[src/hdl/mcaa_pkg.sv]
`default_nettype none
package mcaa_pkg;

    // Configuration register indexes
    localparam logic [3:0] CFG_SETTLE_DISCARDS = 4'd0;
    localparam logic [3:0] CFG_CHANNELS_IN_USE = 4'd1;

    localparam int CFG_INDEX_W = 4;
    localparam int CFG_DATA_W  = 4;

    localparam logic [CFG_DATA_W-1:0] SETTLE_DISCARDS_RESET = 4'd3;
    localparam logic [CFG_DATA_W-1:0] CHANNELS_IN_USE_RESET = 4'd8;

    // Port field widths
    localparam int SAMPLE_IN_W = 10;
    localparam int CHAN_OUT_W  = 3;
    localparam int VALUE_OUT_W = 10;
    localparam int S_TDATA_W   = 16;
    localparam int M_TDATA_W   = 16;

endpackage
`default_nettype wire

[src/hdl/mcaa_queue.sv]
`default_nettype none
module mcaa_queue import mcaa_pkg::*; #(
    parameter int WIDTH = 8,
    parameter int DEPTH = 2
) (
    input  wire logic             aclk,
    input  wire logic             aresetn,
    input  wire logic             push,
    input  wire logic [WIDTH-1:0] push_data,
    input  wire logic             pop,
    output logic      [WIDTH-1:0] pop_data,
    output logic                  full,
    output logic                  not_empty
);

    localparam int PTR_W = (DEPTH > 1) ? $clog2(DEPTH) : 1;
    localparam int CNT_W = $clog2(DEPTH + 1);

    logic [WIDTH-1:0] entry_reg [DEPTH];
    logic [PTR_W-1:0] wr_ptr_reg, wr_ptr_next;
    logic [PTR_W-1:0] rd_ptr_reg, rd_ptr_next;
    logic [CNT_W-1:0] count_reg, count_next;

    assign full      = (count_reg == CNT_W'(DEPTH));
    assign not_empty = (count_reg != '0);
    assign pop_data  = entry_reg[rd_ptr_reg];

    always_comb begin
        wr_ptr_next = wr_ptr_reg;
        rd_ptr_next = rd_ptr_reg;
        count_next  = count_reg;
        if (push) begin
            wr_ptr_next = (wr_ptr_reg == PTR_W'(DEPTH - 1)) ? '0 : wr_ptr_reg + PTR_W'(1);
        end
        if (pop) begin
            rd_ptr_next = (rd_ptr_reg == PTR_W'(DEPTH - 1)) ? '0 : rd_ptr_reg + PTR_W'(1);
        end
        if (push && !pop) begin
            count_next = count_reg + CNT_W'(1);
        end else if (pop && !push) begin
            count_next = count_reg - CNT_W'(1);
        end
    end

    always_ff @(posedge aclk) begin
        if (!aresetn) begin
            wr_ptr_reg <= '0;
            rd_ptr_reg <= '0;
            count_reg  <= '0;
        end else begin
            wr_ptr_reg <= wr_ptr_next;
            rd_ptr_reg <= rd_ptr_next;
            count_reg  <= count_next;
        end
    end

    always_ff @(posedge aclk) begin
        if (push) begin
            entry_reg[wr_ptr_reg] <= push_data;
        end
    end

endmodule
`default_nettype wire

[src/hdl/mcaa_front.sv]
`default_nettype none
module mcaa_front import mcaa_pkg::*; #(
    parameter int CHANNELS    = 8,
    parameter int SAMPLE_BITS = 10
) (
    input  wire logic                                    aclk,
    input  wire logic                                    aresetn,
    input  wire logic                                    cfg_valid,
    output logic                                         cfg_ready,
    input  wire logic [CFG_INDEX_W-1:0]                  cfg_index,
    input  wire logic [CFG_DATA_W-1:0]                   cfg_data,
    input  wire logic                                    s_tvalid,
    output logic                                         s_tready,
    input  wire logic [SAMPLE_IN_W-1:0]                  s_sample,
    input  wire logic                                    queue_full,
    output logic                                         push,
    output logic                                         item_keep,
    output logic [((CHANNELS > 1) ? $clog2(CHANNELS) : 1)-1:0] item_channel,
    output logic [((CHANNELS > 1) ? $clog2(CHANNELS) : 1)-1:0] item_mux_channel,
    output logic [SAMPLE_BITS-1:0]                       item_sample
);

    localparam int CH_W  = (CHANNELS > 1) ? $clog2(CHANNELS) : 1;
    localparam int ACT_W = ($clog2(CHANNELS + 1) > CFG_DATA_W) ?
                           $clog2(CHANNELS + 1) : CFG_DATA_W;

    logic [CFG_DATA_W-1:0] settle_discards_reg;
    logic [CFG_DATA_W-1:0] channels_in_use_reg;
    logic [CH_W-1:0]       current_channel_reg, current_channel_next;
    logic [CFG_DATA_W-1:0] settle_left_reg, settle_left_next;

    logic [ACT_W-1:0] n_raw, n_act, ch_inc;
    logic [CH_W-1:0]  step_channel;

    assign cfg_ready = 1'b1;
    assign s_tready  = !queue_full;
    assign push      = s_tvalid && s_tready;

    always_comb begin
        n_raw = (channels_in_use_reg == '0) ? ACT_W'(1) : ACT_W'(channels_in_use_reg);
        n_act = (n_raw > ACT_W'(CHANNELS)) ? ACT_W'(CHANNELS) : n_raw;
        ch_inc = ACT_W'(current_channel_reg) + ACT_W'(1);
        step_channel = (ch_inc >= n_act) ? '0 : CH_W'(ch_inc);
    end

    // Drop samples while settling; otherwise keep one and advance the mux.
    always_comb begin
        item_keep            = (settle_left_reg == '0);
        item_channel         = current_channel_reg;
        item_sample          = SAMPLE_BITS'(s_sample);
        current_channel_next = current_channel_reg;
        settle_left_next     = settle_left_reg;
        if (item_keep) begin
            current_channel_next = step_channel;
            settle_left_next     = settle_discards_reg;
        end else begin
            settle_left_next = settle_left_reg - CFG_DATA_W'(1);
        end
        item_mux_channel = current_channel_next;
    end

    always_ff @(posedge aclk) begin
        if (!aresetn) begin
            settle_discards_reg <= SETTLE_DISCARDS_RESET;
            channels_in_use_reg <= CHANNELS_IN_USE_RESET;
        end else if (cfg_valid && cfg_ready) begin
            if (cfg_index == CFG_SETTLE_DISCARDS) begin
                settle_discards_reg <= cfg_data;
            end else if (cfg_index == CFG_CHANNELS_IN_USE) begin
                channels_in_use_reg <= cfg_data;
            end
        end
    end

    always_ff @(posedge aclk) begin
        if (!aresetn) begin
            current_channel_reg <= '0;
            settle_left_reg     <= '0;
        end else if (push) begin
            current_channel_reg <= current_channel_next;
            settle_left_reg     <= settle_left_next;
        end
    end

endmodule
`default_nettype wire

[src/hdl/mcaa_back.sv]
`default_nettype none
module mcaa_back import mcaa_pkg::*; #(
    parameter int CHANNELS            = 8,
    parameter int SAMPLES_PER_AVERAGE = 16,
    parameter int SAMPLE_BITS         = 10
) (
    input  wire logic                                    aclk,
    input  wire logic                                    aresetn,
    input  wire logic                                    in_valid,
    output logic                                         pop,
    input  wire logic                                    in_keep,
    input  wire logic [((CHANNELS > 1) ? $clog2(CHANNELS) : 1)-1:0] in_channel,
    input  wire logic [((CHANNELS > 1) ? $clog2(CHANNELS) : 1)-1:0] in_mux_channel,
    input  wire logic [SAMPLE_BITS-1:0]                  in_sample,
    output logic                                         m_valid,
    input  wire logic                                    m_ready,
    output logic [CHAN_OUT_W-1:0]                        out_mux_channel,
    output logic                                         out_average_ready,
    output logic [CHAN_OUT_W-1:0]                        out_average_channel,
    output logic [VALUE_OUT_W-1:0]                       out_average_value
);

    localparam int CH_W  = (CHANNELS > 1) ? $clog2(CHANNELS) : 1;
    localparam int CNT_W = $clog2(SAMPLES_PER_AVERAGE + 1);
    localparam int SUM_W = $clog2(SAMPLES_PER_AVERAGE * ((1 << SAMPLE_BITS) - 1) + 1);
    // Reciprocal for the quotient estimate; it is exact or one low.
    localparam logic [SUM_W:0]   DIV_M = (SUM_W + 1)'((1 << SUM_W) / SAMPLES_PER_AVERAGE);
    localparam logic [SUM_W-1:0] SPA_C = SUM_W'(SAMPLES_PER_AVERAGE);
    localparam logic [CNT_W-1:0] SPA_N = CNT_W'(SAMPLES_PER_AVERAGE);

    logic [SUM_W-1:0] sum_reg   [CHANNELS];
    logic [CNT_W-1:0] count_reg [CHANNELS];

    logic [SUM_W-1:0] acc_sum;
    logic [CNT_W-1:0] acc_count;
    logic             acc_done;
    logic [SUM_W-1:0] sum_next;
    logic [CNT_W-1:0] count_next;

    logic             s1_valid_reg;
    logic [CH_W-1:0]  s1_mux_reg, s1_ch_reg;
    logic             s1_done_reg;
    logic [SUM_W-1:0] s1_sum_reg;

    logic             s2_valid_reg;
    logic [CH_W-1:0]  s2_mux_reg, s2_ch_reg;
    logic             s2_done_reg;
    logic [SUM_W-1:0] s2_sum_reg, s2_q0_reg;

    logic                   out_valid_reg;
    logic [CHAN_OUT_W-1:0]  out_mux_reg, out_ch_reg;
    logic                   out_done_reg;
    logic [VALUE_OUT_W-1:0] out_val_reg;

    logic               s1_ready, s2_ready, s3_ready;
    logic [2*SUM_W:0]   est_prod;
    logic [SUM_W-1:0]   q0;
    logic [SUM_W-1:0]   q0_times;
    logic [SUM_W-1:0]   rem;
    logic [SUM_W-1:0]   quotient;

    assign s3_ready = !out_valid_reg || m_ready;
    assign s2_ready = !s2_valid_reg || s3_ready;
    assign s1_ready = !s1_valid_reg || s2_ready;
    assign pop      = in_valid && s1_ready;

    // Read-modify-write of the selected channel's sum and count
    always_comb begin
        acc_sum    = sum_reg[in_channel] + SUM_W'(in_sample);
        acc_count  = count_reg[in_channel] + CNT_W'(1);
        acc_done   = in_keep && (acc_count >= SPA_N);
        sum_next   = acc_done ? '0 : acc_sum;
        count_next = acc_done ? '0 : acc_count;
    end

    always_ff @(posedge aclk) begin
        if (!aresetn) begin
            for (int i = 0; i < CHANNELS; i++) begin
                sum_reg[i]   <= '0;
                count_reg[i] <= '0;
            end
        end else if (pop && in_keep) begin
            sum_reg[in_channel]   <= sum_next;
            count_reg[in_channel] <= count_next;
        end
    end

    assign est_prod = (2 * SUM_W + 1)'(s1_sum_reg) * (2 * SUM_W + 1)'(DIV_M);
    assign q0       = est_prod[2*SUM_W-1:SUM_W];

    // Correct the estimate by one where the remainder still holds a divisor
    always_comb begin
        q0_times = s2_q0_reg * SPA_C;
        rem      = s2_sum_reg - q0_times;
        quotient = (rem >= SPA_C) ? s2_q0_reg + SUM_W'(1) : s2_q0_reg;
    end

    always_ff @(posedge aclk) begin
        if (!aresetn) begin
            s1_valid_reg  <= 1'b0;
            s2_valid_reg  <= 1'b0;
            out_valid_reg <= 1'b0;
        end else begin
            if (s1_ready) begin
                s1_valid_reg <= pop;
            end
            if (s2_ready) begin
                s2_valid_reg <= s1_valid_reg;
            end
            if (s3_ready) begin
                out_valid_reg <= s2_valid_reg;
            end
        end
    end

    always_ff @(posedge aclk) begin
        if (s1_ready) begin
            s1_mux_reg  <= in_mux_channel;
            s1_ch_reg   <= in_channel;
            s1_done_reg <= acc_done;
            s1_sum_reg  <= acc_sum;
        end
        if (s2_ready) begin
            s2_mux_reg  <= s1_mux_reg;
            s2_ch_reg   <= s1_ch_reg;
            s2_done_reg <= s1_done_reg;
            s2_sum_reg  <= s1_sum_reg;
            s2_q0_reg   <= q0;
        end
        if (s3_ready) begin
            out_mux_reg  <= CHAN_OUT_W'(s2_mux_reg);
            out_done_reg <= s2_done_reg;
            out_ch_reg   <= s2_done_reg ? CHAN_OUT_W'(s2_ch_reg) : '0;
            out_val_reg  <= s2_done_reg ? VALUE_OUT_W'(quotient) : '0;
        end
    end

    assign m_valid             = out_valid_reg;
    assign out_mux_channel     = out_mux_reg;
    assign out_average_ready   = out_done_reg;
    assign out_average_channel = out_ch_reg;
    assign out_average_value   = out_val_reg;

endmodule
`default_nettype wire

[src/hdl/multichannel_adc_averager.sv]
// An accepted sample's result passes the queue, then the s1, s2 and output registers.
// Throughput: one sample per cycle while m_tready keeps up, set by the read-modify-write of the
// per-channel sum and count; the queue, s1 and s2 take further samples while a result waits.
// Reset (aresetn, synchronous, active low): all channel sums and counts clear at once,
// the scan restarts at channel 0 with no settle pending, settle_discards = 3, channels_in_use = 8.
`default_nettype none
module multichannel_adc_averager import mcaa_pkg::*; #(
    parameter int CHANNELS            = 8,
    parameter int SAMPLES_PER_AVERAGE = 16,
    parameter int SAMPLE_BITS         = 10
) (
    input  wire logic                   aclk,
    input  wire logic                   aresetn,
    input  wire logic                   cfg_valid,
    output logic                        cfg_ready,
    input  wire logic [CFG_INDEX_W-1:0] cfg_index,
    input  wire logic [CFG_DATA_W-1:0]  cfg_data,
    input  wire logic                   s_tvalid,
    output logic                        s_tready,
    input  wire logic [S_TDATA_W-1:0]   s_tdata,   // [9:0] sample, [15:10] zero
    output logic                        m_tvalid,
    input  wire logic                   m_tready,
    output logic [M_TDATA_W-1:0]        m_tdata,   // [2:0] next_mux_channel,
                                                   // [5:3] average_channel,
                                                   // [15:6] average_value
    output logic                        m_tuser    // [0] average_ready
);

    localparam int CH_W   = (CHANNELS > 1) ? $clog2(CHANNELS) : 1;
    localparam int ITEM_W = 1 + 2 * CH_W + SAMPLE_BITS;

    logic                   queue_full, queue_not_empty;
    logic                   push, pop;
    logic                   f_keep;
    logic [CH_W-1:0]        f_channel, f_mux_channel;
    logic [SAMPLE_BITS-1:0] f_sample;
    logic [ITEM_W-1:0]      push_data, pop_data;

    logic                   b_keep;
    logic [CH_W-1:0]        b_channel, b_mux_channel;
    logic [SAMPLE_BITS-1:0] b_sample;

    logic [CHAN_OUT_W-1:0]  mux_out, avg_ch_out;
    logic [VALUE_OUT_W-1:0] avg_val_out;

    mcaa_front #(
        .CHANNELS    (CHANNELS),
        .SAMPLE_BITS (SAMPLE_BITS)
    ) u_front (
        .aclk             (aclk),
        .aresetn          (aresetn),
        .cfg_valid        (cfg_valid),
        .cfg_ready        (cfg_ready),
        .cfg_index        (cfg_index),
        .cfg_data         (cfg_data),
        .s_tvalid         (s_tvalid),
        .s_tready         (s_tready),
        .s_sample         (s_tdata[SAMPLE_IN_W-1:0]),
        .queue_full       (queue_full),
        .push             (push),
        .item_keep        (f_keep),
        .item_channel     (f_channel),
        .item_mux_channel (f_mux_channel),
        .item_sample      (f_sample)
    );

    assign push_data = {f_keep, f_channel, f_mux_channel, f_sample};

    mcaa_queue #(
        .WIDTH (ITEM_W),
        .DEPTH (2)
    ) u_queue (
        .aclk      (aclk),
        .aresetn   (aresetn),
        .push      (push),
        .push_data (push_data),
        .pop       (pop),
        .pop_data  (pop_data),
        .full      (queue_full),
        .not_empty (queue_not_empty)
    );

    assign {b_keep, b_channel, b_mux_channel, b_sample} = pop_data;

    mcaa_back #(
        .CHANNELS            (CHANNELS),
        .SAMPLES_PER_AVERAGE (SAMPLES_PER_AVERAGE),
        .SAMPLE_BITS         (SAMPLE_BITS)
    ) u_back (
        .aclk                (aclk),
        .aresetn             (aresetn),
        .in_valid            (queue_not_empty),
        .pop                 (pop),
        .in_keep             (b_keep),
        .in_channel          (b_channel),
        .in_mux_channel      (b_mux_channel),
        .in_sample           (b_sample),
        .m_valid             (m_tvalid),
        .m_ready             (m_tready),
        .out_mux_channel     (mux_out),
        .out_average_ready   (m_tuser),
        .out_average_channel (avg_ch_out),
        .out_average_value   (avg_val_out)
    );

    assign m_tdata = {avg_val_out, avg_ch_out, mux_out};

endmodule
`default_nettype wire

[config.mk]
export PLATFORM = sky130hd
export DESIGN_NAME = multichannel_adc_averager
export DESIGN_NICKNAME = d
export VERILOG_FILES = /design/src/hdl/mcaa_pkg.sv /design/src/hdl/mcaa_queue.sv /design/src/hdl/mcaa_front.sv /design/src/hdl/mcaa_back.sv /design/src/hdl/multichannel_adc_averager.sv
export SDC_FILE = /design/constraint.sdc
export NUM_CORES = 1
export LEC_CHECK = 0
export ABC_AREA = 1
export BUFFER_PORTS_ARGS = -buffer_cell sky130_fd_sc_hd__buf_2
export CAP_MARGIN = 5
export CORE_AREA = 5 5 176 178
export DETAILED_ROUTE_END_ITERATION = 10
export DIE_AREA = 0 0 181 183
export GPL_ROUTABILITY_DRIVEN = 0
export HOLD_SLACK_MARGIN = 0.08
export SLEW_MARGIN = 0
export SYNTH_ARGS = -nofsm -noshare
export SYNTH_HDL_FRONTEND = slang
export SYNTH_SLANG_ARGS = --single-unit
[constraint.sdc]
create_clock -name aclk -period 6.7 [get_ports aclk]
set_input_delay 0.67 -clock aclk [delete_from_list [all_inputs] [get_ports aclk]]
set_output_delay 0.67 -clock aclk [all_outputs]
set_load 0.005 [all_outputs]
==> results by group, run 1 <==
Status
  • Status: finished, final reports clean

Die
  • Top Ports: 49
  • Site row count: 63
  • Die Y: 183 um
  • DIE WIDTH: 181 um
  • Initial Util: 39.5%
  • Core footprint: 29200 sq um
  • Die area: 33100 sq um

Timing
  • Max Clock Skew: 0.0167 ns
  • Slew HR: 24.1%
  • Final worst-path cycle share: 69.0%
  • Final hold vios: 0
  • Max-slew violation count: 0
  • Final setup vio count: 0
  • Max Fclk: 216 MHz
  • TNS Setup: 0 ns
  • RSZ-0062 raised after global routing: no
  • Final min period: 4.62 ns
  • Worst-Margin Slew: 1.14 ns

Critical path
  • Crit path max fanout: 42
  • Worst setup EP type: flop
  • Cell at the slowest stage of the critical path: nand3_1
  • CP peak stage delay: 0.52 ns
  • Setup CP Type: flop to flop
  • Cell mode on critical path: nand2_1
  • Worst path arrival time: 4.90 ns
  • Critical path, cell by cell: inv_2 > nand2_2 > nand2_4 > nand3_1 > or2_2 > o2111ai_1 > inv_1 > ha_1 > nand2_1 > nor3_1 > nand3_1 > o2111ai_1 > nand2_1 > nand2_1 > nand2_1 > nand2_8 > nor2_2
  • R2R cell count: 17
  • CP required: 6.98 ns
  • Setup crit start kind: flop

Min path
  • Hold depth: 1
  • Hold/Removal Path Class: primary input to flop

Logic synthesis
  • Async SR Flop Fraction: 0%
  • Compound-Gate Fraction of Synth Area: 6.06%
  • Cell variety after synth: 48
  • Multiplexer share of the synthesized area: 0%
  • EDFF count, synth: 237
  • Cell area after synthesis: 11600 sq um
  • Adder-cell share of the synthesized area: 2.12%
  • Synth Register Bits: 260
  • Syn avg cell area: 11.1 sq um
  • Most common flop cell mapped by yosys: edfxtp_1
  • Main combinational cell family by area after synthesis: simple AND/OR/NAND/NOR gates
  • Seq/Total Area, Yosys: 65.5%
  • Yosys warning count: 0
  • Post-Synth Simple-Gate Area: 20.9%
  • Xor/xnor cell area share of the yosys netlist: 0.974%
  • Synth Instances: 1039

GRT
  • Total global routing overflow: 0
  • First-pass GRT wire length: 39.9 mm
  • Largest net degree at the start of global routing: 43
  • Total GRT Usage: 15.1%
  • Initial antenna violation count: 0
  • Vias in the first global route: 7142

CTS
  • Post-CTS Setup Inserts: 0
  • Clock buffer depth: 3
  • Clk_lat worst skew: 0.55 ns
  • CTS tree: done
  • Root Buffer: clkbuf_16
  • H-tree levels: 1
  • Reg clk slew, reported paths: 0.06 ns
  • Num CTS Buffers: 28
  • CTS Hold Bufs: 0
  • TritonCTS Sinks: 260
  • CTS resizes: 0

Route
  • Routed Antenna Nets: 0
  • Drt drc: 0
  • Via count: 7294
  • Drt via density: 4.83
  • Router iterations before antenna repair: 4
  • Drt total wl: 25.2 mm
  • Routed length per instance: 16.7 um
  • Drt first-iter violations: 475

Finish
  • Max reg flops: 112
  • Cell Count, Final, Fillers Out: 1510
  • Share of cells above drive strength 1: 18.0%
  • Fill cells: 2742
  • Layout Nets: 1146
  • Area Growth Syn to Fin: 12.9%
  • Diodes inserted: 0

Placement
  • PortBufs: 41
  • Hpwl dp: 15.8 mm
  • Placed Cells: 1458

Power
  • Pwr Density: 527 nW/um^2
  • Leak: 5.21 nW
  • Peak VDD IR: 0.392 mV

Flow run
  • Maxcap violations: 0
layout by cell type, fill, tap and decap left out, types with 17 or more instances in the layout:
master and count:
a21oi_1 26, buf_2 41, buf_4 17, clkbuf_16 29, dfxtp_1 23, edfxtp_1 237, ha_1 18, inv_1 71
nand2_1 241, nand3_1 25, nor2_1 145, nor2_2 60, o21ai_0 33, o22ai_1 24
layer usage:
| metal | track usage (%) | wire length (um) | vias up |
|---|---|---|---|
| li1 | - | - | 3647 |
| met1 | 20.6 | 11200 | 3468 |
| met2 | 26.1 | 12400 | 149 |
| met3 | 1.96 | 1140 | 30 |
| met4 | 3.21 | 441 | 0 |
| met5 | 0 | 0 | - |
cell type report:
type	count	area [sq um]	area share, %
clock buffers	36	762	5.84
clock inverters	16	88.8	0.681
inverters	76	288	2.21
multi-input cells	674	3510	26.9
flip-flops and latches	260	7580	58.1
well taps	390	488	3.74
repair buffers	58	333	2.55
power breakdown:
part / switching [mW] / internal [mW] / total, mW
logic: 2.30 / 0.877 / 3.18
registers: 0.102 / 2.17 / 2.27
clock network: 0.617 / 0.803 / 1.42
total: 3.02 / 3.85 / 6.87
kinds of logic after synthesis:
| group | count (synthesis) |
|---|---|
| AO/OA/AOI/OAI | 115 |
| XOR/XNOR | 12 |
| adder cells (fa/ha/maj) | 19 |
| buffers and inverters | 112 |
| flip-flops | 260 |
| other | 2 |
| AND/OR/NAND/NOR | 519 |
worst max-delay path, delay by kind of cell, from the launching register on:
family,cells,cell delay [ns]
AO/OA/AOI/OAI,2,0.46
adder cells (fa/ha/maj),1,0.35
buffers and inverters,2,0.45
flip-flops,1,0.48
AND/OR/NAND/NOR,12,2.61
cell usage after synthesis, types with 3 or more instances:
cell type	number	area (sq um)
o21ai_0	33	165
edfxtp_1	237	7120
a21oi_1	26	130
clkbuf_1	7	26.3
nand2_2	7	43.8
nand2_8	8	160
nand4_1	7	43.8
inv_1	71	267
nor2_2	60	375
o2111ai_1	8	70.1
nand4_2	4	50.1
xor2_1	6	52.6
nand3_1	25	125
nor2_1	145	544
nor3_1	4	20.0
inv_2	3	11.3
buf_4	7	52.6
o22ai_1	24	150
nand3_2	3	30.0
o22a_1	6	52.6
nand2_1	241	905
or2_2	9	56.3
dfxtp_1	23	460
o21ai_1	5	25.0
xnor2_1	5	43.8
o211ai_1	3	22.5
buf_2	20	100
ha_1	18	225
metrics by stage:
step | instance area (sq um) | utilization [%] | worst slack [ns] | hold WS, ns | power (mW)
floorplan | 11600 | - | 3.05 | 0.400 | 4.68
global placement | 12200 | 41.7 | 1.97 | 0.401 | 5.48
detailed placement | 12200 | 41.7 | 1.93 | 0.405 | 5.52
CTS | 13000 | 44.6 | 2.04 | 0.288 | 6.96
global route | 13000 | 44.6 | 1.60 | 0.298 | 7.35
finish | 13000 | 44.6 | 2.08 | 0.307 | 6.87
final timing paths:
path	endpoint	from	slack [ns]
setup / recovery	u_back.sum_reg[7][12]	flop	2.08
hold / removal	u_queue.entry_reg[1][0]	s_tdata[0]	0.31
setup reg to reg	u_back.sum_reg[7][12]	flop	2.08
hold reg to reg	u_back.out_mux_channel[1]	u_back.s2_mux_reg[1]	0.41
(Power assumes the default switching activity.)
==> run 2: changes to the inputs <==
Settings changed: ABC_AREA 1 to 0, CORE_AREA 5 5 176 178 to 5 5 177 179, DIE_AREA 0 0 181 183 to 0 0 182 184.
Clock period 6.7 ns to 4.8 ns, I/O delays scaled along.
==> run 2 against run 1 <==
Synthesized cell count decreased by 16%. Cell area increased by 2.5%. Final cell count is 11% lower.
==> results by group, run 2 <==
Die
  • Initial Util: 39.6%
  • Die Y: 184 um
  • Core footprint: 29400 sq um
  • Top Ports: 49
  • Site row count: 63
  • DIE WIDTH: 182 um
  • Die area: 33500 sq um

Critical path
  • Crit-path leading delay family: compound AO/OA/AOI/OAI gates
  • Cell at the slowest stage of the critical path: dfxtp_2
  • Setup CP Type: flop to flop
  • Buf/Inv on CP: 4
  • Cell mode on critical path: o21ai_0
  • Critical path, cell by cell: mux2i_4 > buf_4 > buf_4 > o21ai_0 > o21ai_0 > o21ai_0 > a21oi_1 > ha_1 > inv_1 > o31a_1 > o21ai_0 > a311oi_1 > buf_4 > nor4_2 > xor2_2 > nor4b_1
  • Worst path arrival time: 4.68 ns
  • Worst setup EP type: flop
  • CP peak stage delay: 0.48 ns
  • Cell count along the critical path: 16
  • R2R cell count: 16
  • CP required: 5.16 ns
  • Crit path max fanout: 12
  • Setup crit start kind: flop

Timing
  • Max Clock Skew: 0.0144 ns
  • Max-slew violation count: 0
  • RSZ-0062 raised after global routing: no
  • Final min period: 4.32 ns
  • Slew HR: 34.5%
  • Final setup vio count: 0
  • TNS Setup: 0 ns
  • Max Fclk: 232 MHz
  • Final worst-path cycle share: 90.0%
  • Worst-Margin Slew: 0.974 ns
  • Hold Worst Slack: 0.129 ns
  • Final hold vios: 0
  • Setup ws final: 0.482 ns

Power
  • Leak: 4.74 nW
  • Pwr Density: 687 nW/um^2
  • Peak VDD IR: 0.655 mV

Route
  • Drt via density: 5.57
  • Routed Antenna Nets: 0
  • Via count: 7501
  • Routed length per instance: 20.5 um
  • Router iterations before antenna repair: 6
  • Drt total wl: 27.7 mm
  • Drt first-iter violations: 826
  • Drt drc: 0

CTS
  • Post-CTS Setup Inserts: 0
  • TritonCTS Sinks: 260
  • CTS Hold Bufs: 0
  • Reg clk slew, reported paths: 0.06 ns
  • Clk_lat worst skew: 0.55 ns
  • CTS tree: done
  • Root Buffer: clkbuf_16
  • Clock buffer depth: 3
  • CTS resizes: 0
  • H-tree levels: 1
  • Num CTS Buffers: 28

Finish
  • Post-Layout Inst Area: 13400 sq um
  • Most frequent cells in the layout: edfxtp_1, nor4_1, nand2_1, buf_4, buf_2
  • Diodes inserted: 0
  • Final core utilization: 45.5%
  • Share of cells above drive strength 1: 20.3%
  • Commonest non-fill, non-tap cell in the layout: edfxtp_1
  • Layout Nets: 986
  • Max reg flops: 112
  • Area Growth Syn to Fin: 15.0%
  • Multi-input gate area: 3720 sq um
  • Fill cells: 2609
  • Sequential Area: 7580 sq um

Logic synthesis
  • EDFF count, synth: 237
  • Yosys warning count: 0
  • Dominant cells by area after synthesis: edfxtp_1, nor4_1, dfxtp_1
  • Cell area after synthesis: 11600 sq um
  • Syn avg cell area: 13.3 sq um
  • Synth Instances: 873
  • Async SR Flop Fraction: 0%
  • Synth Register Bits: 260
  • Most frequent cell after synthesis: edfxtp_1
  • Synth area leader: edfxtp_1
  • Cell variety after synth: 66
  • Most common flop cell mapped by yosys: edfxtp_1
  • Share of the synthesized area in the top cell type: 61.2%
  • Commonest cells post-synth: edfxtp_1, nor4_1, nand2_1
  • Seq/Total Area, Yosys: 65.1%

Min path
  • Hold depth: 1
  • Hold/Removal Path Class: primary input to flop

Status
  • Status: finished, final reports clean

GRT
  • Initial antenna violation count: 0
  • Met2 usage: 26.9%
  • Total GRT Usage: 16.4%
  • First-pass GRT wire length: 43.2 mm
  • Total global routing overflow: 0
  • Global-route track usage on met3: 2.14%
  • Met1 usage: 22.7%
  • Busiest grt layer: met2
  • Vias in the first global route: 7427
  • Largest net degree at the start of global routing: 109

Placement
  • Post-DP Area: 12500 sq um
  • Place WS: 0.205 ns
  • Hpwl dp: 17.1 mm
  • PortBufs: 41

Flow run
  • Maxcap violations: 0
[run 2: cell count changes after synthesis, sizes merged, moves of 11 or more]
cell,previous run,this run
and2,0,19
nor2b,0,11
nor4,0,114
clkbuf,7,36
mux2,0,15
mux2i,0,29
o21ai,41,23
nand2,258,79
inv,75,24
o22ai,24,13
nor3,4,23
nor2,206,38
nand3,29,14
[run 2: worst register-to-register path, cell delays in order, from the launching register on]
cell	delay, ns
dfxtp_2	0.48
mux2i_4	0.44
buf_4	0.28
buf_4	0.22
o21ai_0	0.10
o21ai_0	0.09
o21ai_0	0.11
a21oi_1	0.23
ha_1	0.20
inv_1	0.07
o31a_1	0.35
o21ai_0	0.26
a311oi_1	0.13
buf_4	0.17
nor4_2	0.36
xor2_2	0.38
nor4b_1	0.27
[run 2: logic make-up after synthesis]
kind of cell               after synthesis  share of synthesized area, %
AOI/OAI and AO/OA                      109                          6.53
xor gates and xnor gates                19                          1.72
adders and majority gates               19                          2.11
buffers and inverters                   91                          3.52
DFF                                    260                          65.1
muxes                                   51                          5.80
other                                    2                        0.0645
and+or+nand+nor                        322                          15.2
[run 2: area by class of cell]
class,instances,share of cell area (%)
Clock buffer,43,6.11
Clock inverter,6,0.327
Multi-Input combinational cell,529,27.8
Sequential cell,260,56.6
Tap cell,390,3.65
Inverter,24,0.711
Timing Repair Buffer,95,4.75
[run 2: worst paths after layout]
kind | from | to | slack, ns
min | s_tdata[0] | u_queue.entry_reg[1][0] | 0.13
max | flop | u_back.sum_reg[0][13] | 0.48
max reg2reg | flop | u_back.sum_reg[0][13] | 0.48
min reg2reg | u_back.s1_sum_reg[7] | u_back.s2_sum_reg[7] | 0.41
[run 2: per-stage QoR]
stage	std cells	power [mW]
floorplan	880	5.76
global placement	1298	7.14
detailed placement	1298	7.19
CTS	1347	9.23
global route	1347	9.75
finish	1347	9.19
[run 2: power by group]
group | switching (mW) | internal [mW] | leakage (nW)
Sequential | 0.131 | 2.96 | 2.64
Combinational | 2.74 | 1.34 | 1.68
Clock | 0.859 | 1.17 | 0.424
[run 2: metal layers]
metal / vias up / routed length [um]
li1: 3508 / -
met5: - / 0
met2: 227 / 13200
met4: 0 / 697
met1: 3721 / 12000
met3: 45 / 1810
